==> config.mk <==
export PLATFORM = sky130hd
export DESIGN_NAME = layer_stack_order_table
export DESIGN_NICKNAME = d
export VERILOG_FILES = /design/src/lsot_pkg.sv /design/src/lsot_fifo.sv /design/src/lsot_front.sv /design/src/lsot_back.sv /design/src/layer_stack_order_table.sv
export VERILOG_INCLUDE_DIRS = /design/src /design/src/src
export SDC_FILE = /design/constraint.sdc
export NUM_CORES = 1
export LEC_CHECK = 0
export ABC_CLOCK_PERIOD_IN_PS = 10260
export BUFFER_PORTS_ARGS = -buffer_cell sky130_fd_sc_hd__buf_2
export CORE_UTILIZATION = 50
export DETAILED_ROUTE_END_ITERATION = 6
export PLACE_DENSITY = 0.63
export SLEW_MARGIN = 0
export SYNTH_ARGS = -nofsm -noshare
export SYNTH_HDL_FRONTEND = slang
export SYNTH_HIERARCHICAL = 1
export SYNTH_SLANG_ARGS = --single-unit
==> constraint.sdc <==
create_clock -name clk -period 10.26 [get_ports clk]
set_input_delay 1.026 -clock clk [delete_from_list [all_inputs] [get_ports clk]]
set_output_delay 1.026 -clock clk [all_outputs]
set_load 0.01 [all_outputs]
==> src/layer_stack_order_table_defines.svh <==
// Assertion macros used by the layer stack order table back end
`ifndef LAYER_STACK_ORDER_TABLE_DEFINES_SVH
`define LAYER_STACK_ORDER_TABLE_DEFINES_SVH

// invariant checked at every edge outside reset
`define LSOT_ASSERT_ALWAYS(lbl, cond, msg) \
    lbl: assert property (@(posedge clk) disable iff (!rst_n) (cond)) \
        else $error(msg);

// consequent checked in the same cycle as the antecedent
`define LSOT_ASSERT_SAME(lbl, ante, cons, msg) \
    lbl: assert property (@(posedge clk) disable iff (!rst_n) (ante) |-> (cons)) \
        else $error(msg);

// consequent checked in the cycle after the antecedent
`define LSOT_ASSERT_NEXT(lbl, ante, cons, msg) \
    lbl: assert property (@(posedge clk) disable iff (!rst_n) (ante) |=> (cons)) \
        else $error(msg);

`endif

==> src/lsot_pkg.sv <==
// Package: types and constants of the layer stack order table
package lsot_pkg;

    localparam int NUM_SLOTS_DEF = 16;
    localparam int CMD_DEPTH     = 2;
    localparam int RES_DEPTH     = 2;

    localparam logic signed [4:0] NH_HIDDEN = 5'sb11111;

    typedef enum logic [1:0] {
        OP_ALLOC = 2'd0,
        OP_SET   = 2'd1,
        OP_FREE  = 2'd2,
        OP_NONE  = 2'd3
    } op_t;

    typedef enum logic [2:0] {
        CMD_ALLOC,
        CMD_FAIL,
        CMD_SET,
        CMD_FREE,
        CMD_REJECT,
        CMD_REJECT_OOR
    } cmd_kind_t;

    typedef struct packed {
        cmd_kind_t         kind;
        logic [3:0]        slot;
        logic signed [7:0] req;
    } cmd_t;

    typedef struct packed {
        logic              ok;
        logic [3:0]        slot_out;
        logic signed [4:0] new_height;
        logic signed [4:0] top_height;
    } res_t;

endpackage

==> src/lsot_fifo.sv <==
// Small register FIFO used between front, back and the result port
module lsot_fifo #(
    parameter int WIDTH = 8,
    parameter int DEPTH = 2
) (
    input  logic             clk,
    input  logic             rst_n,
    input  logic             push,
    input  logic [WIDTH-1:0] wr_data,
    output logic             full,
    input  logic             pop,
    output logic [WIDTH-1:0] rd_data,
    output logic             empty
);
    localparam int PW = (DEPTH > 1) ? $clog2(DEPTH) : 1;
    localparam int CW = $clog2(DEPTH + 1);

    logic [WIDTH-1:0] mem_reg [DEPTH];
    logic [PW-1:0]    wr_ptr_reg, wr_ptr_next;
    logic [PW-1:0]    rd_ptr_reg, rd_ptr_next;
    logic [CW-1:0]    count_reg, count_next;
    logic             do_push, do_pop;

    assign full    = (count_reg == CW'(DEPTH));
    assign empty   = (count_reg == '0);
    assign do_push = push && !full;
    assign do_pop  = pop && !empty;
    assign rd_data = mem_reg[rd_ptr_reg];

    always_comb
    begin
        wr_ptr_next = wr_ptr_reg;
        rd_ptr_next = rd_ptr_reg;
        count_next  = count_reg;
        if (do_push)
        begin
            wr_ptr_next = (wr_ptr_reg == PW'(DEPTH - 1)) ? '0 : wr_ptr_reg + 1'b1;
        end
        if (do_pop)
        begin
            rd_ptr_next = (rd_ptr_reg == PW'(DEPTH - 1)) ? '0 : rd_ptr_reg + 1'b1;
        end
        if (do_push && !do_pop)
        begin
            count_next = count_reg + 1'b1;
        end
        else if (do_pop && !do_push)
        begin
            count_next = count_reg - 1'b1;
        end
    end

    always_ff @(posedge clk or negedge rst_n)
    begin
        if (!rst_n)
        begin
            wr_ptr_reg <= '0;
            rd_ptr_reg <= '0;
            count_reg  <= '0;
        end
        else
        begin
            wr_ptr_reg <= wr_ptr_next;
            rd_ptr_reg <= rd_ptr_next;
            count_reg  <= count_next;
        end
    end

    always_ff @(posedge clk)
    begin
        if (do_push)
        begin
            mem_reg[wr_ptr_reg] <= wr_data;
        end
    end

endmodule

==> src/lsot_front.sv <==
// Front end: owns the slot pool, grants and releases slots, classifies each beat
module lsot_front #(
    parameter int NUM_SLOTS = lsot_pkg::NUM_SLOTS_DEF
) (
    input  logic              clk,
    input  logic              rst_n,
    input  logic              take,
    input  logic [1:0]        op,
    input  logic [3:0]        slot,
    input  logic signed [7:0] requested_height,
    output lsot_pkg::cmd_t    cmd
);
    import lsot_pkg::*;

    localparam int SW = $clog2(NUM_SLOTS);

    logic [NUM_SLOTS-1:0] in_use_reg, in_use_next, in_use_upd;
    logic [SW-1:0]        grant;
    logic [SW-1:0]        idx;
    logic                 found;
    logic                 oor;

    assign idx = SW'(slot);
    assign oor = (32'(slot) >= NUM_SLOTS);

    // lowest free slot
    always_comb
    begin
        found = 1'b0;
        grant = '0;
        for (int i = NUM_SLOTS - 1; i >= 0; i--)
        begin
            if (!in_use_reg[i])
            begin
                found = 1'b1;
                grant = SW'(i);
            end
        end
    end

    always_comb
    begin
        in_use_upd = in_use_reg;
        cmd.kind   = CMD_REJECT;
        cmd.slot   = slot;
        cmd.req    = requested_height;
        case (op)
            OP_ALLOC:
            begin
                if (found)
                begin
                    cmd.kind          = CMD_ALLOC;
                    cmd.slot          = 4'(grant);
                    in_use_upd[grant] = 1'b1;
                end
                else
                begin
                    cmd.kind = CMD_FAIL;
                    cmd.slot = '0;
                end
            end
            OP_SET:
            begin
                if (oor)
                    cmd.kind = CMD_REJECT_OOR;
                else if (in_use_reg[idx])
                    cmd.kind = CMD_SET;
            end
            OP_FREE:
            begin
                if (oor)
                    cmd.kind = CMD_REJECT_OOR;
                else if (in_use_reg[idx])
                begin
                    cmd.kind        = CMD_FREE;
                    in_use_upd[idx] = 1'b0;
                end
            end
            default:
            begin
                cmd.kind = oor ? CMD_REJECT_OOR : CMD_REJECT;
            end
        endcase
        in_use_next = take ? in_use_upd : in_use_reg;
    end

    always_ff @(posedge clk or negedge rst_n)
    begin
        if (!rst_n)
            in_use_reg <= '0;
        else
            in_use_reg <= in_use_next;
    end

endmodule

==> src/lsot_back.sv <==
// Back end: stack order and per-slot heights, one command per cycle unless the result queue is full
`include "layer_stack_order_table_defines.svh"

module lsot_back #(
    parameter int NUM_SLOTS = lsot_pkg::NUM_SLOTS_DEF
) (
    input  logic           clk,
    input  logic           rst_n,
    input  logic           cmd_empty,
    input  lsot_pkg::cmd_t cmd,
    output logic           cmd_pop,
    input  logic           res_full,
    output lsot_pkg::res_t res,
    output logic           res_push
);
    import lsot_pkg::*;

    localparam int SW = $clog2(NUM_SLOTS);
    localparam int HW = SW + 1;
    localparam int CW = ((HW > 8) ? HW : 8) + 1;

    localparam logic signed [HW-1:0] ONE  = HW'(1);
    localparam logic signed [HW-1:0] NEG1 = HW'(-1);

    logic signed [HW-1:0] h_reg [NUM_SLOTS];
    logic signed [HW-1:0] h_next [NUM_SLOTS];
    logic [SW-1:0]        order_reg [NUM_SLOTS];
    logic [SW-1:0]        order_next [NUM_SLOTS];
    logic signed [HW-1:0] top_reg, top_next;

    logic [SW-1:0]        idx;
    logic signed [HW-1:0] old_h, lim, tgt;
    logic signed [CW-1:0] req_w, lim_w;
    logic                 active, is_move, is_remove, is_insert;
    logic [SW:0]          shown_cnt;

    assign cmd_pop  = !cmd_empty && !res_full;
    assign res_push = cmd_pop;

    assign idx   = SW'(cmd.slot);
    assign old_h = h_reg[idx];

    // clamp to -1..top for a shown layer, -1..top+1 for a hidden one; a free always targets -1
    always_comb
    begin
        lim   = (old_h >= 0) ? top_reg : top_reg + ONE;
        req_w = CW'(cmd.req);
        lim_w = CW'(lim);
        if (cmd.kind == CMD_FREE)
            tgt = NEG1;
        else if (req_w > lim_w)
            tgt = lim;
        else if (req_w < -1)
            tgt = NEG1;
        else
            tgt = HW'(req_w);
    end

    assign active    = cmd_pop && ((cmd.kind == CMD_SET) || (cmd.kind == CMD_FREE))
                       && (tgt != old_h);
    assign is_move   = (old_h >= 0) && (tgt >= 0);
    assign is_remove = (old_h >= 0) && (tgt < 0);
    assign is_insert = (old_h < 0);

    // renumber every slot in parallel
    always_comb
    begin
        for (int j = 0; j < NUM_SLOTS; j++)
        begin
            h_next[j] = h_reg[j];
            if (active)
            begin
                if (SW'(j) == idx)
                    h_next[j] = tgt;
                else if (is_move && (old_h > tgt))
                begin
                    if ((h_reg[j] >= tgt) && (h_reg[j] < old_h))
                        h_next[j] = h_reg[j] + ONE;
                end
                else if (is_move)
                begin
                    if ((h_reg[j] > old_h) && (h_reg[j] <= tgt))
                        h_next[j] = h_reg[j] - ONE;
                end
                else if (is_remove)
                begin
                    if (h_reg[j] > old_h)
                        h_next[j] = h_reg[j] - ONE;
                end
                else if (h_reg[j] >= tgt)
                begin
                    h_next[j] = h_reg[j] + ONE;
                end
            end
        end
    end

    // stack positions in the shifted range take a neighbour's entry; the target position takes the slot
    always_comb
    begin
        for (int p = 0; p < NUM_SLOTS; p++)
        begin
            order_next[p] = order_reg[p];
            if (active)
            begin
                if (!is_remove && (HW'(p) == tgt))
                    order_next[p] = idx;
                else if (is_move && (old_h > tgt))
                begin
                    if ((HW'(p) > tgt) && (HW'(p) <= old_h))
                        order_next[p] = order_reg[(p == 0) ? 0 : p - 1];
                end
                else if (is_move)
                begin
                    if ((HW'(p) >= old_h) && (HW'(p) < tgt))
                        order_next[p] = order_reg[(p == NUM_SLOTS - 1) ? p : p + 1];
                end
                else if (is_remove)
                begin
                    if ((HW'(p) >= old_h) && (HW'(p) < top_reg))
                        order_next[p] = order_reg[(p == NUM_SLOTS - 1) ? p : p + 1];
                end
                else if ((HW'(p) > tgt) && (HW'(p) <= top_reg + ONE))
                begin
                    order_next[p] = order_reg[(p == 0) ? 0 : p - 1];
                end
            end
        end
    end

    always_comb
    begin
        top_next = top_reg;
        if (active && is_remove)
            top_next = top_reg - ONE;
        else if (active && is_insert)
            top_next = top_reg + ONE;
    end

    always_comb
    begin
        res.ok         = 1'b0;
        res.slot_out   = cmd.slot;
        res.new_height = NH_HIDDEN;
        res.top_height = 5'(top_next);
        case (cmd.kind)
            CMD_ALLOC:
                res.ok = 1'b1;
            CMD_FAIL:
                res.slot_out = '0;
            CMD_SET:
            begin
                res.ok         = 1'b1;
                res.new_height = 5'(tgt);
            end
            CMD_FREE:
                res.ok = 1'b1;
            CMD_REJECT:
                res.new_height = 5'(old_h);
            CMD_REJECT_OOR:
                res.new_height = NH_HIDDEN;
            default:
                res.ok = 1'b0;
        endcase
    end

    always_comb
    begin
        shown_cnt = '0;
        for (int j = 0; j < NUM_SLOTS; j++)
        begin
            shown_cnt = shown_cnt + (SW + 1)'(h_reg[j] >= 0);
        end
    end

    always_ff @(posedge clk or negedge rst_n)
    begin
        if (!rst_n)
        begin
            for (int j = 0; j < NUM_SLOTS; j++)
            begin
                h_reg[j] <= NEG1;
            end
            top_reg <= NEG1;
        end
        else
        begin
            h_reg   <= h_next;
            top_reg <= top_next;
        end
    end

    always_ff @(posedge clk)
    begin
        order_reg <= order_next;
    end

    `LSOT_ASSERT_ALWAYS(a_top_matches_shown, (int'(shown_cnt) == int'(top_reg) + 1),
        "top height disagrees with number of shown layers")
    `LSOT_ASSERT_SAME(a_alloc_hidden, (res_push && (cmd.kind == CMD_ALLOC)),
        (res.new_height == NH_HIDDEN), "allocated slot not reported hidden")
    `LSOT_ASSERT_NEXT(a_free_no_growth, (cmd_pop && (cmd.kind == CMD_FREE)),
        (top_reg <= $past(top_reg)), "free raised the stack top")

endmodule

==> src/layer_stack_order_table.sv <==
// A beat accepted at the input is registered in the command queue; the back end pops and handles it,
// registering its result in the result queue. Throughput: one beat per cycle while results are popped.
// Slot grant and release run in the front; the back end renumbers the whole stack in parallel.
// Reset (rst_n low, asynchronous): all slots free and hidden, stack empty, both queues empty.
// Stack order entries carry no reset; they are written before they are used.
// Top level of the layer stack order table
module layer_stack_order_table #(
    parameter int NUM_SLOTS = lsot_pkg::NUM_SLOTS_DEF
) (
    input  logic              clk,
    input  logic              rst_n,
    input  logic              push,
    output logic              full,
    input  logic [1:0]        op,
    input  logic [3:0]        slot,
    input  logic signed [7:0] requested_height,
    output logic              empty,
    input  logic              pop,
    output logic              ok,
    output logic [3:0]        slot_out,
    output logic signed [4:0] new_height,
    output logic signed [4:0] top_height
);
    import lsot_pkg::*;

    cmd_t cmd_in, cmd_out;
    res_t res_in, res_out;
    logic take;
    logic cmd_empty, cmd_pop;
    logic res_full, res_push;

    assign take = push && !full;

    lsot_front #(
        .NUM_SLOTS(NUM_SLOTS)
    ) u_front (
        .clk              (clk),
        .rst_n            (rst_n),
        .take             (take),
        .op               (op),
        .slot             (slot),
        .requested_height (requested_height),
        .cmd              (cmd_in)
    );

    lsot_fifo #(
        .WIDTH($bits(cmd_t)),
        .DEPTH(CMD_DEPTH)
    ) u_cmd_q (
        .clk     (clk),
        .rst_n   (rst_n),
        .push    (push),
        .wr_data (cmd_in),
        .full    (full),
        .pop     (cmd_pop),
        .rd_data (cmd_out),
        .empty   (cmd_empty)
    );

    lsot_back #(
        .NUM_SLOTS(NUM_SLOTS)
    ) u_back (
        .clk       (clk),
        .rst_n     (rst_n),
        .cmd_empty (cmd_empty),
        .cmd       (cmd_out),
        .cmd_pop   (cmd_pop),
        .res_full  (res_full),
        .res       (res_in),
        .res_push  (res_push)
    );

    lsot_fifo #(
        .WIDTH($bits(res_t)),
        .DEPTH(RES_DEPTH)
    ) u_res_q (
        .clk     (clk),
        .rst_n   (rst_n),
        .push    (res_push),
        .wr_data (res_in),
        .full    (res_full),
        .pop     (pop),
        .rd_data (res_out),
        .empty   (empty)
    );

    assign ok         = res_out.ok;
    assign slot_out   = res_out.slot_out;
    assign new_height = res_out.new_height;
    assign top_height = res_out.top_height;

endmodule

# After elaboration in Yosys (flattened, before gate mapping)
# Memories as Yosys holds them, arrays and structs flattened.
# Index checks and enable logic that the tools add are counted.
dict set report totals {
  reg_bits 109
  ram_bits 60
  output_inout_bits 17
  in_bits 18
  mem_count 2
}
dict set report op_classes {
  eq_ne 74
  n_reduce_logical 101
  n_lt_le_gt_ge 76
  addsub 42
  n_bitwise 4
  mux 198
}
# name depth word_bits read_ports rd_clocked_by_memory_dff write_ports line
set memory_table {}
lappend memory_table {u_cmd_q.mem_reg 2 15 1 0 1 lsot_fifo.sv:18} ;# logic [WIDTH-1:0] mem_reg [DEPTH];
lappend memory_table {u_res_q.mem_reg 2 15 1 0 1 lsot_fifo.sv:18}
# op count
set op_table {}
lappend op_table {{$mux 5} 137}
lappend op_table {{$add 5x2->5 const B} 17}
lappend op_table {{$gt 5x5->1} 17}
lappend op_table {{$sub 5x2->5 const B} 17}
lappend op_table {{$ge 5x5->1} 16}
lappend op_table {{$le 5x5->1} 16}
lappend op_table {{$lt 5x5->1} 16}
lappend op_table {{$ne 5x4->1 const B} 16}
lappend op_table {{$reduce_and 5->1} 16}
lappend op_table {{$reduce_bool 5->1} 16}
lappend op_table {{$mux 4} 18}
lappend op_table {{$ne 4x4->1 const B} 16}
lappend op_table {{$logic_and 1x1->1} 50}
lappend op_table {{$ne 3x3->1 const B} 12}
lappend op_table {{$eq 4x4->1 const A} 8}
lappend op_table {{$mux 16} 2}
lappend op_table {{$pmux 16 s2} 1}
lappend op_table {{$mux 1} 28}
lappend op_table {{$bmux 5 s4} 1}
lappend op_table {{$and 16x16->16} 1}
lappend op_table {{$eq 3x4->1 const A} 4}
lappend op_table {{$not 16->16} 1}
lappend op_table {{$or 16x16->16} 1}
lappend op_table {{$ge 5x1->1 const B} 2}
lappend op_table {{other kinds (35)} 66}

# Longest topological paths before layout
# Gate-level depths: netlist (run 1).
dict set report depth {
  ltp_word 23
  mapped_depth 36
}

# Modules after synthesis
# The synthesis (run 1) kept the hierarchy.
# mod instances area_each_um2 cells_each
set modules_own_cells {}
lappend modules_own_cells {lsot_back 1 13349.1 1691}
lappend modules_own_cells {lsot_fifo 2 1331.3 66}
lappend modules_own_cells {lsot_front 1 1286.2 158}
lappend modules_own_cells {layer_stack_order_table 1 13.8 1}

# Least setup slack after synthesis (run 1)
# OpenSTA, ideal clock, no wires.
dict set report synth_path {
  path_kind {register to register}
  start {register u_cmd_q.rd_ptr_reg}
  end {register u_back/h_reg[72] (netlist name)}
  n_path_buf 9
  slack_ns 2.632
  t_arrival_ns 7.533
  synth_period_minus_slack_ns 7.628
  path_stages_with_launch 36
  path_cell_list {dfrtp_1 > buf_6 > buf_12 > mux2_4 > buf_6 > mux2i_1 > a221o_1 > o22ai_1 > clkbuf_1 > nand2_1 > xor2_1 > ha_1 > or3_1 > o21a_1 > a211o_1 > nor4_1 > or2_1 > buf_2 > nor2_1 > a21oi_1 > or2_2 > clkbuf_1 > clkinv_1 > ha_1 > a31o_2 > a21oi_1 > o21ai_2 > o2111a_1 > buf_4 > nor3_4 > buf_6 > buf_6 > mux2i_1 > nand2_1 > a21oi_1 > a21oi_1}
}
# element line
set synth_rtl {}
lappend synth_rtl {{from (decl)} lsot_fifo.sv:20} ;# logic [PW-1:0] rd_ptr_reg, rd_ptr_next;
lappend synth_rtl {{from (signal assigned)} lsot_fifo.sv:64} ;# rd_ptr_reg <= rd_ptr_next;
lappend synth_rtl {{to (signal assigned)} lsot_back.sv:188} ;# h_reg <= h_next;
lappend synth_rtl {{to (decl)} lsot_back.sv:25} ;# logic signed [HW-1:0] h_reg [NUM_SLOTS];

==> impl_metrics.tcl, run 1 <==
set metrics [dict create \
    fin_area_um2 18300 \
    layout_commonest_cell "ha_1" \
    die_w_um 188 \
    wl_mm 58.5 \
    row_count 67 \
    required_ns 10.65 \
    critical_path_class "reg2reg" \
    critPathMaxFanout 44 \
    drive_gt1_share_pct 15.1 \
    core_area_um2 33800 \
    clk_pin_slew_ns 0.08 \
    grt_max_degree 69 \
    hold_path.class "reg2reg" \
    postCtsSetupBuffers 0 \
    max_slew_margin_pct 22.4 \
    grt_setup_unrepaired "false" \
    synth_edf_count 60 \
    postRouteAntennaNets 0 \
    slew_violations 0 \
    die_area_um2 35400 \
    maxCapViolCount 0 \
    mostFrequentLayoutCells "192 x ha_1, 167 x nand2_1, 128 x a21oi_1, 125 x o21ai_0, 118 x nor2_1" \
    synth_area_um2 17300 \
    syn_avg_cell_area_um2 8.73 \
    yosysUniqueCellTypes 102 \
    cts-root-buf "clkbuf_16" \
    vias 16439 \
    hold_buffers 0 \
    wl_met1_mm 25.2 \
    synthesis.instances 1982 \
    insertion_delay_ns 0.47 \
    layout.cells.non_filler 2410 \
    wl_met2_mm 25.6 \
    ctsResizeCount 0 \
    viasPerCell 6.82 \
    nNetsFinal 2159 \
    register_area_um2 4640 \
    synth-async-reset-ratio_pct 64.5 \
    dr.pass1.iters 6 \
    first_iter_violations 1800 \
    dp.cells 2378 \
    overflow 0 \
    setup_viol 0 \
    post-route-drc-count 0 \
    slowest_delay_ns 0.85 \
    hold_viol 0 \
    setup_tns_ns 0 \
    clk_path_buf_depth 2 \
    route.met3.wl_mm 5.27 \
    cp.arrival_ns 9.12 \
    hpwl_mm 39.9 \
    start_util_pct 51.2 \
    synthTopCellsByArea "ha_1 14%, dfstp_2 13%, edfxtp_1 10%" \
    synth_top_area_share_pct 13.9 \
    synth_flop_cell "dfstp_2" \
    outcome "completed" \
    cp_slowest_cell "nand2_2" \
    grt_pass1_vias 15398 \
    cts_max_level 4 \
    tightest_slew_ns 1.16 \
    fmax_mhz 115 \
    grt_usage_pct 33.2 \
    wl_per_cell_um 24.3 \
    antenna_found_initial 0 \
    yosysWarnings 6 \
    finalClockSkew_ns 0.0179 \
    diodes 0 \
    area_growth_pct 5.66 \
    fill_cells 3164 \
    crit_path_end_kind "flip-flop" \
    top_layer_used "met4" \
    multiInputGateArea_um2 11700 \
    post-route-period-util_pct 85.1 \
    startpoint_type "flip-flop" \
    numClockSinks 169 \
    postPlaceCellArea_um2 17700 \
    cts_tree "yes" \
    place_ws_ns 1.71 \
    ios 35 \
    period_needed_ns 8.73 \
    largest_reg_flops 80 \
    numPortBuffers 34 \
    setup_ws_ns 1.53 \
    gp_congestion 0.943 \
    ys_seq_area_share_pct 26.8 \
    synth_top_area_cell "ha_1" \
    die_h_um 188 \
    grt_pass1_wl_mm 90.7 \
    syn_nets 2192 \
    critical-path-top-delay-family "compound AO/OA/AOI/OAI gates" \
    cts_buffers 17 \
    path_buf_inv 2 \
    ys_seq_elements 169 \
]
[metrics by stage]
stage	hold WS (ns)	utilization [%]
2_1_floorplan	0.461	-
4_1_cts	0.496	54.1
3_5_place_dp	0.482	52.3
3_3_place_gp	0.479	52.3
5_1_grt	0.520	54.1
6_report	0.498	54.1
[Yosys cell counts, types with 21 or more instances]
cell type,n
dfstp_2,85
xnor2_1,41
dfrtp_1,24
o22ai_1,34
nand2_1,168
nor2b_1,50
a31oi_1,29
o31ai_1,36
clkbuf_1,70
inv_1,87
mux4_2,21
a21oi_1,128
nand4_1,31
mux2i_1,21
nand2b_1,29
o21ai_0,125
nand3_1,60
mux2_2,28
ha_1,192
nor2_1,118
edfxtp_1,60
a211oi_1,36
nor3_1,72
[layout make-up]
class                   count  area share, %
repair buffers             65           2.22
inverters                  90           1.85
well taps                 448           3.06
clock inverters            15          0.985
flip-flops and latches    169           25.3
multi-input cells        1606           64.2
clock buffers              17           2.33
[final timing paths]
| check | end | slack, ns | depth (start not counted) | from |
|---|---|---|---|---|
| worst min-delay path | u_res_q/wr_ptr_reg$_DFFE_PN0P_ | 0.50 | 1 | u_res_q/wr_ptr_reg$_DFFE_PN0P_ |
| min in group asynchronous | u_back/h_reg[67]$_DFFE_PN1P_ | 0.94 | 1 | rst_n |
| worst min register to register | u_res_q/wr_ptr_reg$_DFFE_PN0P_ | 0.50 | 1 | u_res_q/wr_ptr_reg$_DFFE_PN0P_ |
| worst max register to register | u_back/h_reg[77]$_DFFE_PN1P_ | 1.53 | 26 | u_cmd_q/rd_ptr_reg$_DFFE_PN0P_ |
| worst max-delay path | u_back/h_reg[77]$_DFFE_PN1P_ | 1.53 | 26 | u_cmd_q/rd_ptr_reg$_DFFE_PN0P_ |
| max in group asynchronous | u_front/in_use_reg[8]$_DFFE_PN0P_ | 8.27 | 2 | rst_n |
[kinds of logic (layout without fill, tap and decap cells)]
family	count (synthesis)	after routing	share of synthesized area, %
flops	169	169	26.8
mux	88	88	7.33
buf+inv	207	187	5.49
fa+ha+maj	195	195	14.1
simple gates	641	641	18.8
xor+xnor	49	49	2.48
compound gates	633	633	25.1
[routing by layer]
metal	global-route usage, %	up-vias
met5	0	-
met4	14.0	0
met3	5.43	160
met2	51.0	800
met1	46.2	7977
li1	-	7502
[worst register-to-register path, cell delays in order, from the launching register on]
cell and delay, ns:
dfrtp_1 0.42, mux2_4 0.59, mux2i_1 0.18, a221o_1 0.42
o22ai_1 0.48, nand4_1 0.23, xor2_1 0.21, ha_1 0.21
or3_1 0.33, o21a_1 0.21, a211o_1 0.32, nor4_1 0.28
or2_1 0.27, nor2_1 0.16, mux2_2 0.30, nand2_1 0.07
buf_4 0.29, clkinv_1 0.44, ha_1 0.41, a21oi_1 0.16
o21ai_2 0.11, o2111ai_4 0.60, nand2_2 0.86, and2_1 0.49
o221ai_1 0.25, nor4_1 0.08, a311o_1 0.34
Power of run 1 is not shown: default switching activity piles up to over one toggle a cycle in this logic, so the estimate is an artifact.
==> run 2: changes to the inputs <==
GPL_TIMING_DRIVEN = 0   (was not set)
SETUP_SLACK_MARGIN = 0.1   (was not set)
==> impl_metrics.tcl, run 2 (synthesis gave the netlist of run 1 again) <==
set metrics [dict create \
    postRouteAntennaNets 0 \
    numPortBuffers 23 \
    cp.arrival_ns 10.16 \
    multiInputGateArea_um2 11700 \
    path_buf_inv 10 \
    grt_max_degree 76 \
    numClockSinks 169 \
    slowest_delay_ns 0.83 \
    hold_viol 0 \
    die_w_um 188 \
    grt_setup_unrepaired "false" \
    startpoint_type "flip-flop" \
    period_needed_ns 9.80 \
    max_slew_margin_pct 7.94 \
    dr.pass1.iters 6 \
    hold_buffers 0 \
    core_area_um2 33800 \
    critical-path-top-delay-family "buffers and inverters" \
    die_h_um 188 \
    required_ns 10.62 \
    crit_path_end_kind "flip-flop" \
    viasPerCell 6.90 \
    hpwl_mm 47.2 \
    fmax_mhz 102 \
    cts_max_level 4 \
    gp_congestion 1.03 \
    ios 35 \
    finalClockSkew_ns 0.0149 \
    hold_path.class "in2async" \
    critPathMaxFanout 10 \
    post-route-period-util_pct 95.5 \
    setup_viol 0 \
    grt_pass1_wl_mm 100 \
    slew_violations 0 \
    vias 17185 \
    die_area_um2 35400 \
    fill_cells 3101 \
    wl_mm 67.0 \
    place_ws_ns -0.408 \
    largest_reg_flops 80 \
    outcome "completed" \
    antenna_found_initial 2 \
    post-route-drc-count 0 \
    cp_slowest_cell "clkbuf_1" \
    first_iter_violations 2031 \
    wl_per_cell_um 26.9 \
    clk_path_buf_depth 2 \
    cts-root-buf "clkbuf_16" \
    setup_ws_ns 0.460 \
    tightest_slew_ns 1.38 \
    maxCapViolCount 0 \
    grt_pass1_vias 15942 \
    nNetsFinal 2238 \
    row_count 67 \
    insertion_delay_ns 0.46 \
    clk_pin_slew_ns 0.07 \
    mostFrequentLayoutCells "192 x ha_1, 168 x nand2_1, 128 x a21oi_1, 125 x o21ai_0, 115 x nor2_1" \
    drive_gt1_share_pct 15.3 \
    critical_path_class "reg2reg" \
    grt_usage_pct 38.1 \
    layout_commonest_cell "ha_1" \
    start_util_pct 51.2 \
    diodes 0 \
    cts_buffers 17 \
    area_growth_pct 7.96 \
    register_area_um2 4640 \
    overflow 0 \
    cts_tree "yes" \
    r2r_setup_slack_ns 0.46 \
]
==> run 2: worst register-to-register path: cells and delay by family (launching register included) <==
kind | cells | cell delay, ns
buffers and inverters | 10 | 3.81
AND/OR/NAND/NOR | 10 | 2.38
AO/OA/AOI/OAI | 8 | 2.23
adder cells (fa/ha/maj) | 2 | 0.57
flip-flops | 1 | 0.38
multiplexers | 1 | 0.19
XOR/XNOR | 1 | 0.17
==> run 2: worst paths after layout <==
check | start | end | cells after the start
setup / recovery | u_cmd_q/rd_ptr_reg$_DFFE_PN0P_ | u_back/h_reg[57]$_DFFE_PN1P_ | 32
hold / removal | rst_n | u_res_q/rd_ptr_reg$_DFFE_PN0P_ | 1
setup reg to reg | u_cmd_q/rd_ptr_reg$_DFFE_PN0P_ | u_back/h_reg[57]$_DFFE_PN1P_ | 32
hold reg to reg | u_cmd_q/wr_ptr_reg$_DFFE_PN0P_ | u_cmd_q/wr_ptr_reg$_DFFE_PN0P_ | 1
max in group asynchronous | rst_n | u_back/h_reg[43]$_DFFE_PN1P_ | 2
min in group clk | u_cmd_q/wr_ptr_reg$_DFFE_PN0P_ | u_cmd_q/wr_ptr_reg$_DFFE_PN0P_ | 1
==> run 2: repair_timing <==
| item | in CTS | in global routing |
|---|---|---|
| endpoints found under the hold margin | 0 | 0 |
| endpoints found under the setup margin | 76 | 66 |
| buffers inserted | 1 | 0 |
| gates resized for setup | 3 | 28 |
| cloned | 0 | 0 |
| pin swaps | 0 | 0 |
==> run 2: routing by layer <==
layer / part of all wire [%] / vias up / track usage, %
met5: 0.040 / - / 0
li1: - / 7666 / -
met3: 12 / 214 / 9.10
met2: 41 / 1045 / 54.4
met1: 42 / 8256 / 52.9
met4: 5.8 / 4 / 20.1
==> run 2: stage by stage <==
step / setup TNS (ns) / util (%) / instances / cell area, um^2 / hold slack [ns]
after CTS: 0 / 55.2 / 2489 / 18700 / 0.461
after global routing: 0 / 55.3 / 2489 / 18700 / 0.466
after detailed placement: -7.87 / 53.5 / 2457 / 18100 / 0.484
final: 0 / 55.3 / 2489 / 18700 / 0.445
after floorplan: 0 / - / 1982 / 17300 / 0.461
after global placement: -84.99 / 53.2 / 2453 / 18000 / 0.477
==> run 2: area by class of cell <==
class,instances,share of cell area (%)
Multi-Input combinational cell,1606,62.9
Tap cell,448,3.00
Clock inverter,14,0.716
Timing Repair Buffer,28,1.11
Inverter,90,1.85
Buffer,116,3.36
Clock buffer,18,2.30
Sequential cell,169,24.8
Power of run 2 is left out for the same reason.
